## src/design/bpsnr_pkg.sv

```systemverilog
// Shared types, constants and the elaboration-time log2 helper for the block PSNR compare core.
`timescale 1ns / 1ps
`default_nettype none

package bpsnr_pkg;

  localparam int unsigned BLOCK_ROWS    = 8;
  localparam int unsigned ROWS_W        = 4;
  localparam int unsigned PIX_W         = 8;
  localparam int unsigned PIXELS        = 8;
  localparam int unsigned ROW_W         = PIX_W * PIXELS;
  localparam int unsigned IDX_W         = 3;
  localparam int unsigned SUM_W         = 23;
  localparam int unsigned THR_W         = 15;
  localparam int unsigned PSNR_W        = 15;
  localparam int unsigned FRAC_BITS     = 28;
  localparam int unsigned EXP_W         = 5;
  localparam int unsigned LOG_W         = EXP_W + FRAC_BITS;
  localparam int unsigned MUL_W         = 32;
  localparam int unsigned PROD_W        = 2 * MUL_W;
  localparam int unsigned DL_LO_W       = 17;
  localparam int unsigned IT_W          = 5;
  localparam int unsigned OUT_DATA_W    = 24;

  localparam logic [ROWS_W-1:0] CHROMA_FULL_ROWS = 4'd8;
  localparam logic [PSNR_W-1:0] PSNR_MAX_Q8      = 15'd25600;
  localparam logic [THR_W-1:0]  LUMA_THR_RESET   = 15'd8192;
  localparam logic [THR_W-1:0]  CHROMA_THR_RESET = 15'd9216;
  localparam logic [MUL_W-1:0]  DB_PER_LOG2_Q20  = 32'd808071242;

  localparam logic [SUM_W-1:0] PEAK_N_LUMA = 23'd65025;
  localparam logic [SUM_W-1:0] PEAK_N_C64  = 23'd4161600;
  localparam logic [SUM_W-1:0] PEAK_N_C32  = 23'd2080800;

  localparam logic CFG_LUMA_THR   = 1'b0;
  localparam logic CFG_CHROMA_THR = 1'b1;

  typedef enum logic [3:0] {
    ST_IDLE,
    ST_SQ_MUL,
    ST_SQ_ADD,
    ST_CHECK,
    ST_NORM,
    ST_LOG_MUL,
    ST_LOG_STEP,
    ST_DIFF,
    ST_PROD_LO,
    ST_PROD_HI,
    ST_ACC,
    ST_ROUND,
    ST_FINISH
  } state_e;

  // Evaluated only for constants: log2 in Q28 by repeated truncated squaring.
  function automatic logic [LOG_W-1:0] log2_q28(input logic [MUL_W-1:0] x);
    logic [EXP_W-1:0]     e;
    logic [PROD_W-1:0]    m;
    logic [FRAC_BITS-1:0] frac;
    e = '0;
    for (int i = 1; i < MUL_W; i++) begin
      if ((x >> i) != '0) begin
        e = EXP_W'(i);
      end
    end
    m = (PROD_W'(x) << (EXP_W'(MUL_W - 1) - e)) & PROD_W'({MUL_W{1'b1}});
    frac = '0;
    for (int k = 0; k < FRAC_BITS; k++) begin
      m = (m * m) >> (MUL_W - 1);
      frac = {frac[FRAC_BITS-2:0], 1'b0};
      if (m >= (PROD_W'(1) << MUL_W)) begin
        frac[0] = 1'b1;
        m = m >> 1;
      end
    end
    return {e, frac};
  endfunction

  localparam logic [LOG_W-1:0] LOG_N_LUMA = log2_q28(MUL_W'(PEAK_N_LUMA));
  localparam logic [LOG_W-1:0] LOG_N_C64  = log2_q28(MUL_W'(PEAK_N_C64));
  localparam logic [LOG_W-1:0] LOG_N_C32  = log2_q28(MUL_W'(PEAK_N_C32));

endpackage

`default_nettype wire

```

## src/design/bpsnr_mul.sv

```systemverilog
// Shared 32x32 unsigned multiplier with a registered product.
`timescale 1ns / 1ps
`default_nettype none

module bpsnr_mul (
  input  wire logic                            clk_i,
  input  wire logic [bpsnr_pkg::MUL_W-1:0]     op_a_i,
  input  wire logic [bpsnr_pkg::MUL_W-1:0]     op_b_i,
  output logic      [bpsnr_pkg::PROD_W-1:0]    prod_o
);

  logic [bpsnr_pkg::PROD_W-1:0] prod_d;
  logic [bpsnr_pkg::PROD_W-1:0] prod_q;

  assign prod_d = bpsnr_pkg::PROD_W'(op_a_i) * bpsnr_pkg::PROD_W'(op_b_i);

  always_ff @(posedge clk_i) begin
    prod_q <= prod_d;
  end

  assign prod_o = prod_q;

endmodule

`default_nettype wire

```

## src/design/block_psnr_compare_core.sv

```systemverilog
// Top level of the block PSNR compare core: row accumulation, log2 sequencer and result register.
//
//  Channel  Direction  Payload
//  s_axis   in         tdata = row_a, row_b; tuser = is_chroma; tlast = last_row
//  m_axis   out        tdata = psnr_q8, similar, rows_used
//  cfg      in         cfg_we_i, cfg_idx_i, cfg_data_i (threshold registers)
//
// A row that does not end a block is followed by the next accept once its pixels are summed. A row
// that ends a block with a nonzero error below the peak also runs the normalization shift, 28 squarings
// for the log2 and a two-part scale multiply; all but the shift use the one 32x32 multiplier.
// Reset returns the thresholds to 32 dB and 36 dB and clears the accumulator.
// A result waiting on m_axis does not block the next row; only the next result does.
`timescale 1ns / 1ps
`default_nettype none

module block_psnr_compare_core (
  input  wire logic                                 clk_i,
  input  wire logic                                 rst_ni,
  input  wire logic                                 s_axis_tvalid,
  output logic                                      s_axis_tready,
  // row_a [63:0], row_b [127:64]
  input  wire logic [2*bpsnr_pkg::ROW_W-1:0]        s_axis_tdata,
  // is_chroma [0]
  input  wire logic                                 s_axis_tuser,
  input  wire logic                                 s_axis_tlast,
  output logic                                      m_axis_tvalid,
  input  wire logic                                 m_axis_tready,
  // psnr_q8 [14:0], similar [15], rows_used [19:16], zero [23:20]
  output logic      [bpsnr_pkg::OUT_DATA_W-1:0]     m_axis_tdata,
  input  wire logic                                 cfg_we_i,
  input  wire logic                                 cfg_idx_i,
  input  wire logic [bpsnr_pkg::THR_W-1:0]          cfg_data_i
);

  localparam int unsigned RW = bpsnr_pkg::ROW_W;
  localparam int unsigned PW = bpsnr_pkg::PIX_W;

  bpsnr_pkg::state_e state_q, state_d;

  logic [RW-1:0]                       a_q, a_d, b_q, b_d;
  logic                                chroma_q, chroma_d, last_q, last_d;
  logic [bpsnr_pkg::IDX_W-1:0]         idx_q, idx_d;
  logic [bpsnr_pkg::SUM_W-1:0]         sum_q, sum_d;
  logic [bpsnr_pkg::ROWS_W-1:0]        cnt_q, cnt_d, rows_q, rows_d;
  logic [bpsnr_pkg::MUL_W-1:0]         m_q, m_d;
  logic [bpsnr_pkg::EXP_W-1:0]         e_q, e_d;
  logic [bpsnr_pkg::FRAC_BITS-1:0]     frac_q, frac_d;
  logic [bpsnr_pkg::IT_W-1:0]          it_q, it_d;
  logic [bpsnr_pkg::LOG_W-1:0]         dl_q, dl_d;
  logic [bpsnr_pkg::PROD_W-1:0]        acc_q, acc_d;
  logic [bpsnr_pkg::PSNR_W-1:0]        psnr_q, psnr_d;
  logic [bpsnr_pkg::THR_W-1:0]         luma_thr_q, luma_thr_d, chroma_thr_q, chroma_thr_d;
  logic                                out_vld_q, out_vld_d;
  logic [bpsnr_pkg::PSNR_W-1:0]        out_psnr_q, out_psnr_d;
  logic                                out_sim_q, out_sim_d;
  logic [bpsnr_pkg::ROWS_W-1:0]        out_rows_q, out_rows_d;

  logic [bpsnr_pkg::MUL_W-1:0]         op_a, op_b;
  logic [bpsnr_pkg::PROD_W-1:0]        prod;
  logic [PW-1:0]                       pix_a, pix_b, pix_d;
  logic [bpsnr_pkg::ROWS_W-1:0]        rows_next;
  logic [bpsnr_pkg::SUM_W-1:0]         err_m, peak_n;
  logic [bpsnr_pkg::LOG_W-1:0]         log_n;
  logic [bpsnr_pkg::MUL_W:0]           sq_v;
  logic [16:0]                         rnd;
  logic [15:0]                         q_round;
  logic [bpsnr_pkg::THR_W-1:0]         thr_sel;
  logic                                in_fire, out_fire;

  bpsnr_mul u_mul (
    .clk_i  (clk_i),
    .op_a_i (op_a),
    .op_b_i (op_b),
    .prod_o (prod)
  );

  assign s_axis_tready = (state_q == bpsnr_pkg::ST_IDLE);
  assign in_fire       = s_axis_tvalid && s_axis_tready;
  assign out_fire      = out_vld_q && m_axis_tready;

  assign pix_a     = a_q[idx_q*PW +: PW];
  assign pix_b     = b_q[idx_q*PW +: PW];
  assign pix_d     = (pix_a >= pix_b) ? (pix_a - pix_b) : (pix_b - pix_a);
  assign rows_next = cnt_q + 1'b1;
  assign sq_v      = prod[2*bpsnr_pkg::MUL_W-1:bpsnr_pkg::MUL_W-1];
  assign rnd       = 17'(acc_q[63:47]) + 17'd1;
  assign q_round   = rnd[16:1];
  assign thr_sel   = chroma_q ? chroma_thr_q : luma_thr_q;

  always_comb begin
    if (!chroma_q) begin
      err_m  = sum_q >> 6;
      peak_n = bpsnr_pkg::PEAK_N_LUMA;
      log_n  = bpsnr_pkg::LOG_N_LUMA;
    end else if (rows_q == bpsnr_pkg::CHROMA_FULL_ROWS) begin
      err_m  = sum_q;
      peak_n = bpsnr_pkg::PEAK_N_C64;
      log_n  = bpsnr_pkg::LOG_N_C64;
    end else begin
      err_m  = sum_q;
      peak_n = bpsnr_pkg::PEAK_N_C32;
      log_n  = bpsnr_pkg::LOG_N_C32;
    end
  end

  always_comb begin
    state_d      = state_q;
    a_d          = a_q;
    b_d          = b_q;
    chroma_d     = chroma_q;
    last_d       = last_q;
    idx_d        = idx_q;
    sum_d        = sum_q;
    cnt_d        = cnt_q;
    rows_d       = rows_q;
    m_d          = m_q;
    e_d          = e_q;
    frac_d       = frac_q;
    it_d         = it_q;
    dl_d         = dl_q;
    acc_d        = acc_q;
    psnr_d       = psnr_q;
    luma_thr_d   = luma_thr_q;
    chroma_thr_d = chroma_thr_q;
    out_vld_d    = out_vld_q && !out_fire;
    out_psnr_d   = out_psnr_q;
    out_sim_d    = out_sim_q;
    out_rows_d   = out_rows_q;
    op_a         = '0;
    op_b         = '0;

    if (cfg_we_i) begin
      if (cfg_idx_i == bpsnr_pkg::CFG_LUMA_THR) begin
        luma_thr_d = cfg_data_i;
      end else begin
        chroma_thr_d = cfg_data_i;
      end
    end

    case (state_q)
      bpsnr_pkg::ST_IDLE: begin
        if (in_fire) begin
          a_d      = s_axis_tdata[RW-1:0];
          b_d      = s_axis_tdata[2*RW-1:RW];
          chroma_d = s_axis_tuser;
          last_d   = s_axis_tlast;
          idx_d    = '0;
          state_d  = bpsnr_pkg::ST_SQ_MUL;
        end
      end
      bpsnr_pkg::ST_SQ_MUL: begin
        op_a    = bpsnr_pkg::MUL_W'(pix_d);
        op_b    = bpsnr_pkg::MUL_W'(pix_d);
        state_d = bpsnr_pkg::ST_SQ_ADD;
      end
      bpsnr_pkg::ST_SQ_ADD: begin
        sum_d = sum_q + prod[bpsnr_pkg::SUM_W-1:0];
        idx_d = idx_q + 1'b1;
        if (idx_q == bpsnr_pkg::IDX_W'(bpsnr_pkg::PIXELS - 1)) begin
          if (last_q || (rows_next >= bpsnr_pkg::ROWS_W'(bpsnr_pkg::BLOCK_ROWS))) begin
            rows_d  = rows_next;
            state_d = bpsnr_pkg::ST_CHECK;
          end else begin
            cnt_d   = rows_next;
            state_d = bpsnr_pkg::ST_IDLE;
          end
        end else begin
          state_d = bpsnr_pkg::ST_SQ_MUL;
        end
      end
      bpsnr_pkg::ST_CHECK: begin
        sum_d = '0;
        cnt_d = '0;
        if (err_m == '0) begin
          psnr_d  = bpsnr_pkg::PSNR_MAX_Q8;
          state_d = bpsnr_pkg::ST_FINISH;
        end else if (err_m >= peak_n) begin
          psnr_d  = '0;
          state_d = bpsnr_pkg::ST_FINISH;
        end else begin
          m_d     = bpsnr_pkg::MUL_W'(err_m);
          e_d     = bpsnr_pkg::EXP_W'(bpsnr_pkg::MUL_W - 1);
          state_d = bpsnr_pkg::ST_NORM;
        end
      end
      bpsnr_pkg::ST_NORM: begin
        if (m_q[bpsnr_pkg::MUL_W-1]) begin
          it_d    = '0;
          frac_d  = '0;
          state_d = bpsnr_pkg::ST_LOG_MUL;
        end else begin
          m_d = m_q << 1;
          e_d = e_q - 1'b1;
        end
      end
      bpsnr_pkg::ST_LOG_MUL: begin
        op_a    = m_q;
        op_b    = m_q;
        state_d = bpsnr_pkg::ST_LOG_STEP;
      end
      bpsnr_pkg::ST_LOG_STEP: begin
        frac_d = {frac_q[bpsnr_pkg::FRAC_BITS-2:0], sq_v[bpsnr_pkg::MUL_W]};
        m_d    = sq_v[bpsnr_pkg::MUL_W] ? sq_v[bpsnr_pkg::MUL_W:1]
                                        : sq_v[bpsnr_pkg::MUL_W-1:0];
        it_d   = it_q + 1'b1;
        if (it_q == bpsnr_pkg::IT_W'(bpsnr_pkg::FRAC_BITS - 1)) begin
          state_d = bpsnr_pkg::ST_DIFF;
        end else begin
          state_d = bpsnr_pkg::ST_LOG_MUL;
        end
      end
      bpsnr_pkg::ST_DIFF: begin
        dl_d    = log_n - {e_q, frac_q};
        state_d = bpsnr_pkg::ST_PROD_LO;
      end
      bpsnr_pkg::ST_PROD_LO: begin
        op_a    = bpsnr_pkg::MUL_W'(dl_q[bpsnr_pkg::DL_LO_W-1:0]);
        op_b    = bpsnr_pkg::DB_PER_LOG2_Q20;
        state_d = bpsnr_pkg::ST_PROD_HI;
      end
      bpsnr_pkg::ST_PROD_HI: begin
        acc_d   = prod;
        op_a    = bpsnr_pkg::MUL_W'(dl_q[bpsnr_pkg::LOG_W-1:bpsnr_pkg::DL_LO_W]);
        op_b    = bpsnr_pkg::DB_PER_LOG2_Q20;
        state_d = bpsnr_pkg::ST_ACC;
      end
      bpsnr_pkg::ST_ACC: begin
        acc_d   = acc_q + (prod << bpsnr_pkg::DL_LO_W);
        state_d = bpsnr_pkg::ST_ROUND;
      end
      bpsnr_pkg::ST_ROUND: begin
        if (q_round > 16'(bpsnr_pkg::PSNR_MAX_Q8)) begin
          psnr_d = bpsnr_pkg::PSNR_MAX_Q8;
        end else begin
          psnr_d = q_round[bpsnr_pkg::PSNR_W-1:0];
        end
        state_d = bpsnr_pkg::ST_FINISH;
      end
      bpsnr_pkg::ST_FINISH: begin
        if (!out_vld_q || m_axis_tready) begin
          out_vld_d  = 1'b1;
          out_psnr_d = psnr_q;
          out_sim_d  = (psnr_q > thr_sel);
          out_rows_d = rows_q;
          state_d    = bpsnr_pkg::ST_IDLE;
        end
      end
      default: begin
        state_d = bpsnr_pkg::ST_IDLE;
      end
    endcase
  end

  always_ff @(posedge clk_i or negedge rst_ni) begin
    if (!rst_ni) begin
      state_q      <= bpsnr_pkg::ST_IDLE;
      sum_q        <= '0;
      cnt_q        <= '0;
      out_vld_q    <= 1'b0;
      luma_thr_q   <= bpsnr_pkg::LUMA_THR_RESET;
      chroma_thr_q <= bpsnr_pkg::CHROMA_THR_RESET;
    end else begin
      state_q      <= state_d;
      sum_q        <= sum_d;
      cnt_q        <= cnt_d;
      out_vld_q    <= out_vld_d;
      luma_thr_q   <= luma_thr_d;
      chroma_thr_q <= chroma_thr_d;
    end
  end

  always_ff @(posedge clk_i) begin
    a_q        <= a_d;
    b_q        <= b_d;
    chroma_q   <= chroma_d;
    last_q     <= last_d;
    idx_q      <= idx_d;
    rows_q     <= rows_d;
    m_q        <= m_d;
    e_q        <= e_d;
    frac_q     <= frac_d;
    it_q       <= it_d;
    dl_q       <= dl_d;
    acc_q      <= acc_d;
    psnr_q     <= psnr_d;
    out_psnr_q <= out_psnr_d;
    out_sim_q  <= out_sim_d;
    out_rows_q <= out_rows_d;
  end

  assign m_axis_tvalid = out_vld_q;
  assign m_axis_tdata  = {4'b0000, out_rows_q, out_sim_q, out_psnr_q};

`ifndef SYNTH
  // The accumulator and row count restart once a block has ended.
  a_clear_after_block: assert property (@(posedge clk_i) disable iff (!rst_ni)
    (state_q == bpsnr_pkg::ST_CHECK) |=> (sum_q == '0 && cnt_q == '0))
    else $error("accumulator not cleared at block end");

  a_cnt_range: assert property (@(posedge clk_i) disable iff (!rst_ni)
    cnt_q < bpsnr_pkg::ROWS_W'(bpsnr_pkg::BLOCK_ROWS))
    else $error("row counter reached block size");

  // The mantissa stays normalized through every squaring step.
  a_mant_norm: assert property (@(posedge clk_i) disable iff (!rst_ni)
    (state_q == bpsnr_pkg::ST_LOG_MUL) |-> m_q[bpsnr_pkg::MUL_W-1])
    else $error("log2 mantissa lost normalization");

  a_psnr_range: assert property (@(posedge clk_i) disable iff (!rst_ni)
    m_axis_tvalid |-> (out_psnr_q <= bpsnr_pkg::PSNR_MAX_Q8 && out_rows_q != '0))
    else $error("result word out of range");

  a_finish_holds: assert property (@(posedge clk_i) disable iff (!rst_ni)
    (state_q == bpsnr_pkg::ST_FINISH && out_vld_q && !m_axis_tready)
      |=> (state_q == bpsnr_pkg::ST_FINISH))
    else $error("result dropped while output register was full");
`endif

endmodule

`default_nettype wire
```

## config.mk

```make
export PLATFORM = sky130hd
export DESIGN_NAME = block_psnr_compare_core
export DESIGN_NICKNAME = d
export VERILOG_FILES = /design/src/design/bpsnr_pkg.sv /design/src/design/bpsnr_mul.sv /design/src/design/block_psnr_compare_core.sv
export SDC_FILE = /design/constraint.sdc
export NUM_CORES = 2
export LEC_CHECK = 0
export BUFFER_PORTS_ARGS = -buffer_cell sky130_fd_sc_hd__buf_2
export CAP_MARGIN = 20
export CORE_ASPECT_RATIO = 0.75
export CORE_UTILIZATION = 45
export CTS_BUF_LIST = sky130_fd_sc_hd__clkbuf_8
export CTS_CLUSTER_DIAMETER = 200
export DETAILED_ROUTE_END_ITERATION = 12
export MAX_ROUTING_LAYER = met4
export PLACE_DENSITY_LB_ADDON = 0.08
export SYNTH_ARGS = -nofsm -noshare
export SYNTH_HDL_FRONTEND = slang
export SYNTH_SLANG_ARGS = --single-unit
```

## constraint.sdc

```tcl
create_clock -name clk_i -period 12.1 [get_ports clk_i]
set_input_delay 0.605 -clock clk_i [delete_from_list [all_inputs] [get_ports clk_i]]
set_output_delay 0.605 -clock clk_i [all_outputs]
set_load 0.1 [all_outputs]
```

* Word level (Yosys, flattened, before mapping)
Cells that the tools add are included.
Cells by class: equal/unequal tests 24, add/subtract/negate cells 10, magnitude comparators 5, reduce and logical (&&, ||, !) cells 30, shifts and indexed selects 2, multiplexer cells 44, multiply operators 1, bitwise operators 1
Operators by type and width (number):
- 32-bit one-hot mux with 3 select lines | 2
- 32-bit two-way mux | 4
- 32-bit one-hot mux with 4 select lines | 1
- 64-bit one-hot mux with 2 select lines | 1
- 64-bit by 7-bit variable part select with 8-bit output | 2
- 64-bit adder | 1
- 32-bit by 32-bit multiplier with 64-bit output | 1
- 15-bit two-way mux | 4
- 28-bit one-hot mux with 2 select lines | 1
- 4-bit one-hot mux with 13 select lines | 1
- 23-bit two-way mux | 2
- 23-bit one-hot mux with 2 select lines | 1
- 33-bit two-way mux | 1
- 33-bit subtractor | 1
- 4-bit two-way mux | 8
- 15-bit one-hot mux with 2 select lines | 1
- 29-bit two-way mux | 1
- 28-bit two-way mux | 1
- 4-bit == test, second input constant | 6
- 23-bit adder | 1
- 23-bit greater-or-equal comparator | 1
- 23-bit zero test | 1
- 22-bit two-way mux | 1
- 5-bit two-way mux | 4
- 36 further kinds | 69
Storage, ports and cells: register bits after elaboration 465, bits of input ports 151, word-level logic and storage cells 141, output and inout bits 26

* Longest topological paths before layout
word-level depth 7, mapped depth 47, mapped depth without buffers 42

* By module
A second synthesis with hierarchy kept.
Second synthesis, totals: cell total of the unflattened synthesis 5692, area, all modules 56965.9 µm²
Modules (own cells, without submodules):
- bpsnr_mul | area an instance 34954.8 µm², cells an instance 3793, instances 1
- block_psnr_compare_core | area an instance 22011.1 µm², cells an instance 1899, instances 1

* Worst setup path after synthesis
Ideal clock, no wire load.
path type reg-to-reg, start reg idx_q[0] in the netlist's numbering, end reg u_mul.prod_q, in the netlist u_mul.prod_o[58], clock period less this slack 11.302 ns, setup slack 0.798 ns, data required time 12.009 ns, library setup time 0.091 ns, arrival time 11.211 ns, stages on the path, launching flop included 44, cells stage by stage edfxtp_1 > clkbuf_1 > buf_1 > mux4_2 > mux2i_1 > ha_1 > inv_1 > fa_1 > a21o_1 > a211oi_2 > o21ai_1 > a31oi_1 > buf_4 > mux2_1 > o211ai_1 > a211oi_1 > a211oi_2 > and2_1 > [8 not listed] > inv_1 > fa_1 > inv_1 > fa_1 > fa_1 > fa_1 > fa_1 > ha_1 > a21o_1 > a21o_1 > a211oi_1 > nand2_1 > o21ai_1 > o21ai_0 > o21ai_0 > a21boi_0 > o2111a_1 > a311oi_1
On the way: cells in the longest elaborated chain, start to end 5
RTL lines:
- start, declared | RTL line block_psnr_compare_core.sv:42 | logic [bpsnr_pkg::IDX_W-1:0] idx_q, idx_d;
- start signal, assigned | RTL line block_psnr_compare_core.sv:277 | idx_q <= idx_d;
- 64-bit by 7-bit variable part select with 8-bit output (on tied branches) | RTL line block_psnr_compare_core.sv:82, block_psnr_compare_core.sv:81
- 8-bit subtractor / 8-bit greater-or-equal comparator (equally long branches) | RTL line block_psnr_compare_core.sv:83 | assign pix_d = (pix_a >= pix_b) ? (pix_a - pix_b) : (pix_b - pix_a);
- 8-bit two-way mux (*) | RTL line block_psnr_compare_core.sv:83
- 32-bit one-hot mux with 4 select lines / 32-bit one-hot mux with 3 select lines (equally long branches) | RTL line block_psnr_compare_core.sv:140 | case (state_q)
- 32-bit by 32-bit multiplier with 64-bit output (*) | RTL line bpsnr_mul.sv:15 | assign prod_d = bpsnr_pkg::PROD_W'(op_a_i) * bpsnr_pkg::PROD_W'(op_b_i);
- named net u_mul.prod_d (one bit) | RTL line bpsnr_mul.sv:12 | logic [bpsnr_pkg::PROD_W-1:0] prod_d;
- end signal, assigned | RTL line bpsnr_mul.sv:18 | prod_q <= prod_d;
- end, declared | RTL line bpsnr_mul.sv:13 | logic [bpsnr_pkg::PROD_W-1:0] prod_q;
Mark *: on every way through the listed nets, which the timed path passes. The rest lies on a longest branch. A chain may end at the register's enable or synchronous reset.

* Worst setup path in the final report
start reg idx_q[0] in the netlist's numbering, end reg u_mul.prod_q, in the netlist u_mul.prod_o[50]
The elaborated chain is that of the path after synthesis.

==> results.json <==
{
  "dpl_cell_area_sq_um": 58200,
  "syn_avg_cell_area_sq_um": 9.79,
  "syn_area_sq_um": 54900,
  "gp_congestion": 0.963,
  "vias": 41200,
  "synth-async-reset-ratio_pct": 13.8,
  "start_util_pct": 45.6,
  "worstSetupPathDepth": 42,
  "max_cap_violations": 0,
  "skew_ps": 48.4,
  "multi_input_area_sq_um": 37500,
  "io_pins": 177,
  "ys_types": 87,
  "register_area_sq_um": 12500,
  "syn2layout_area_growth_pct": 9.64,
  "grt_pass1_wl_mm": 277,
  "die_area_sq_um": 123000,
  "cts-root-buf": "clkbuf_8",
  "critical_path.startpoint": "idx_q[0]",
  "h-tree-depth": 3,
  "relSlewSlack_pct": 24.7,
  "num_rows": 110,
  "io_buffer_count": 172,
  "clk_pin_slew_ps": 70,
  "netlist_instances": 5606,
  "crit_type": "flop to flop",
  "status": "finished, final reports clean",
  "period_share_pct": 95.5,
  "hp-class": "input port to flop",
  "grt.total_usage_pct": 31.6,
  "grt_pass1_vias": 41800,
  "ys_ff_latch": 448,
  "crit_buf_inv": 12,
  "gr-total-overflow": 0,
  "cts_made_buffers": 68,
  "grt_start_max_net_pins": 95,
  "combPwrFrac_pct": 67.9,
  "post_drt_wl_per_cell_um": 24.8,
  "p_leak_nw": 28.7,
  "vdd_drop_max_v": 0.000173,
  "power.share.switching_pct": 53.2,
  "via_per_inst": 5.51,
  "cpMostUsedCell": "fa_1",
  "path_max_fanout": 14,
  "timing.final.crit_period_ps": 11550,
  "cts_buffer_depth": 3,
  "fp.dieH_um": 304,
  "synth_warnings": 0,
  "drive_above_1_share_pct": 10.5,
  "switchingPower_mw": 6.49,
  "critPathMaxStageDelay_ps": 530,
  "final_util_pct": 50.0,
  "critPathTopFamily": "adder cells",
  "drt-initial-drc-count": 4172,
  "drv_slew": 0,
  "seq_power_share_pct": 20.9,
  "clock_latency_ps": 720,
  "cp.arrival_ps": 12150,
  "p_int_mw": 5.72,
  "slowest_stage": "mux4_2",
  "p_per_area_nw_per_um2": 203,
  "coreArea_sq_um": 120000,
  "fillers": 11400,
  "crit_path_start_kind": "flop",
  "fin_area_sq_um": 60200,
  "synth_ff_type": "edfxtp_1",
  "reg2reg_from": "idx_q[0]",
  "yosysSeqAreaShare_pct": 22.8,
  "hold_path.startpoint": "s_axis_tdata[68]",
  "drt_pass1_iterations": 7,
  "synth_edf_count": 322,
  "pwr-share-clk_pct": 11.2,
  "tightest_slew_ps": 1130,
  "layout_common_cells": "inv_1 (1090), fa_1 (900), nand2_1 (747), nor2_1 (466), ha_1 (374)",
  "hold_path_depth": 1,
  "setup_violations": 0,
  "antenna_left": 0,
  "final_common_cell": "inv_1",
  "cts.sinks": 448,
  "hold_viol_final": 0,
  "nNetsFinal": 7230,
  "routed_wl_mm": 186,
  "end_kind": "flop",
  "hpwlAfterDp_mm": 146,
  "remaining_drc_errors": 0,
  "antenna_found_initial": 8,
  "rr_worst_depth": 42,
  "die_x_um": 405,
  "cp_data_required_time_ps": 12700,
  "cts_tree": "done",
  "fmax_ghz": 0.0866
}
[sequential cells by signal, indices dropped and copies added, names as in the netlist, 3 cells and up]
name,count
b_q,64
u_mul.prod_o,64
it_q,5
out_rows_q,4
a_q,64
e_q,5
idx_q,3
luma_thr_q,15
m_q,32
chroma_thr_q,15
dl_q,33
acc_q,47
rows_q,4
state_q,4
out_psnr_q,15
frac_q,28
sum_q,23
cnt_q,4
psnr_q,15
[final cells by class]
cell class / instances / share of cell area, %
Inverter: 1079 / 6.74
Clock buffer: 74 / 1.69
Antenna cell: 7 / 0.0291
Multi-Input combinational cell: 3823 / 62.3
Tap cell: 1624 / 3.38
Sequential cell: 448 / 20.8
Timing Repair Buffer: 383 / 4.39
Clock inverter: 49 / 0.674
[metal layers]
layer | vias to the layer above | GRT usage, % | part of all wire [%]
met5 | - | - | 0
met3 | 242 | 6.57 | 9.3
met1 | 21100 | 47.1 | 47
met4 | 0 | 6.33 | 2.1
li1 | 18200 | - | -
met2 | 1719 | 44.1 | 42
[power groups by stage]
stage               Clock (mW)  Combinational [mW]  Sequential, mW
floorplan                    0                5.05            2.39
global placement             0                7.96            2.57
detailed placement           0                8.01            2.57
CTS                       1.39                8.08            2.54
global route              1.46                8.97            2.58
finish                    1.37                8.29            2.56
[synthesized netlist by cell type (all sizes together) (33+ instances only)]
cell type  count  area [sq um]
nand2b        33           206
mux2i         73           731
clkbuf       210           791
nand3         39           195
dfrtp         59          1480
inv         1071          4020
and3          73           457
xor2          70           613
xnor2        109           955
buf           49           273
nor2         473          1780
a21oi        183           916
o21ai        140           701
mux2          50           563
and2          35           219
nor3          33           165
dfxtp         64          1280
fa           900         18000
nand2        747          2800
ha           376          4700
a21o          90           676
edfxtp       322          9670
[timing repair]
item                                    in CTS  in global routing
endpoints found under the setup margin       9                 21
hold buffers                                29                  0
pin swaps                                    1                  3
gates resized for setup                      3                 29
buffers inserted                             1                  4
hold endpoints to repair                    29                  0
[worst paths after layout]
kind                                     to  slack [ps]
max                        u_mul.prod_o[50]         550
min                                  b_q[4]          60
max reg2reg                u_mul.prod_o[50]         550
min reg2reg                   out_rows_q[3]         460
max in group asynchronous          sum_q[7]       11400
min in group asynchronous   chroma_thr_q[3]          70
[per-stage QoR]
stage                     worst slack (ps)  setup TNS (ps)  total power, mW  cells  hold WS, ps
after floorplan                        798               0             7.44   5609          309
after global placement                -157            -320             10.5   7320          433
after detailed placement              -272            -840             10.6   7321          434
after CTS                             9.53               0             12.0   7474       0.0511
after global routing                 -10.5           -17.1             13.0   7484         3.30
final                                  547               0             12.2   7487         58.8
[kinds of logic after synthesis]
family / count (synthesis) / synth area share, %
DFF: 448 / 22.8
buffers and inverters: 1338 / 9.32
adders and majority gates: 1276 / 41.4
other: 1 / 0.00683
AOI/OAI and AO/OA: 672 / 8.07
xor gates and xnor gates: 179 / 2.86
muxes: 155 / 3.67
and+or+nand+nor: 1537 / 11.9
(Power assumes the default switching activity.)
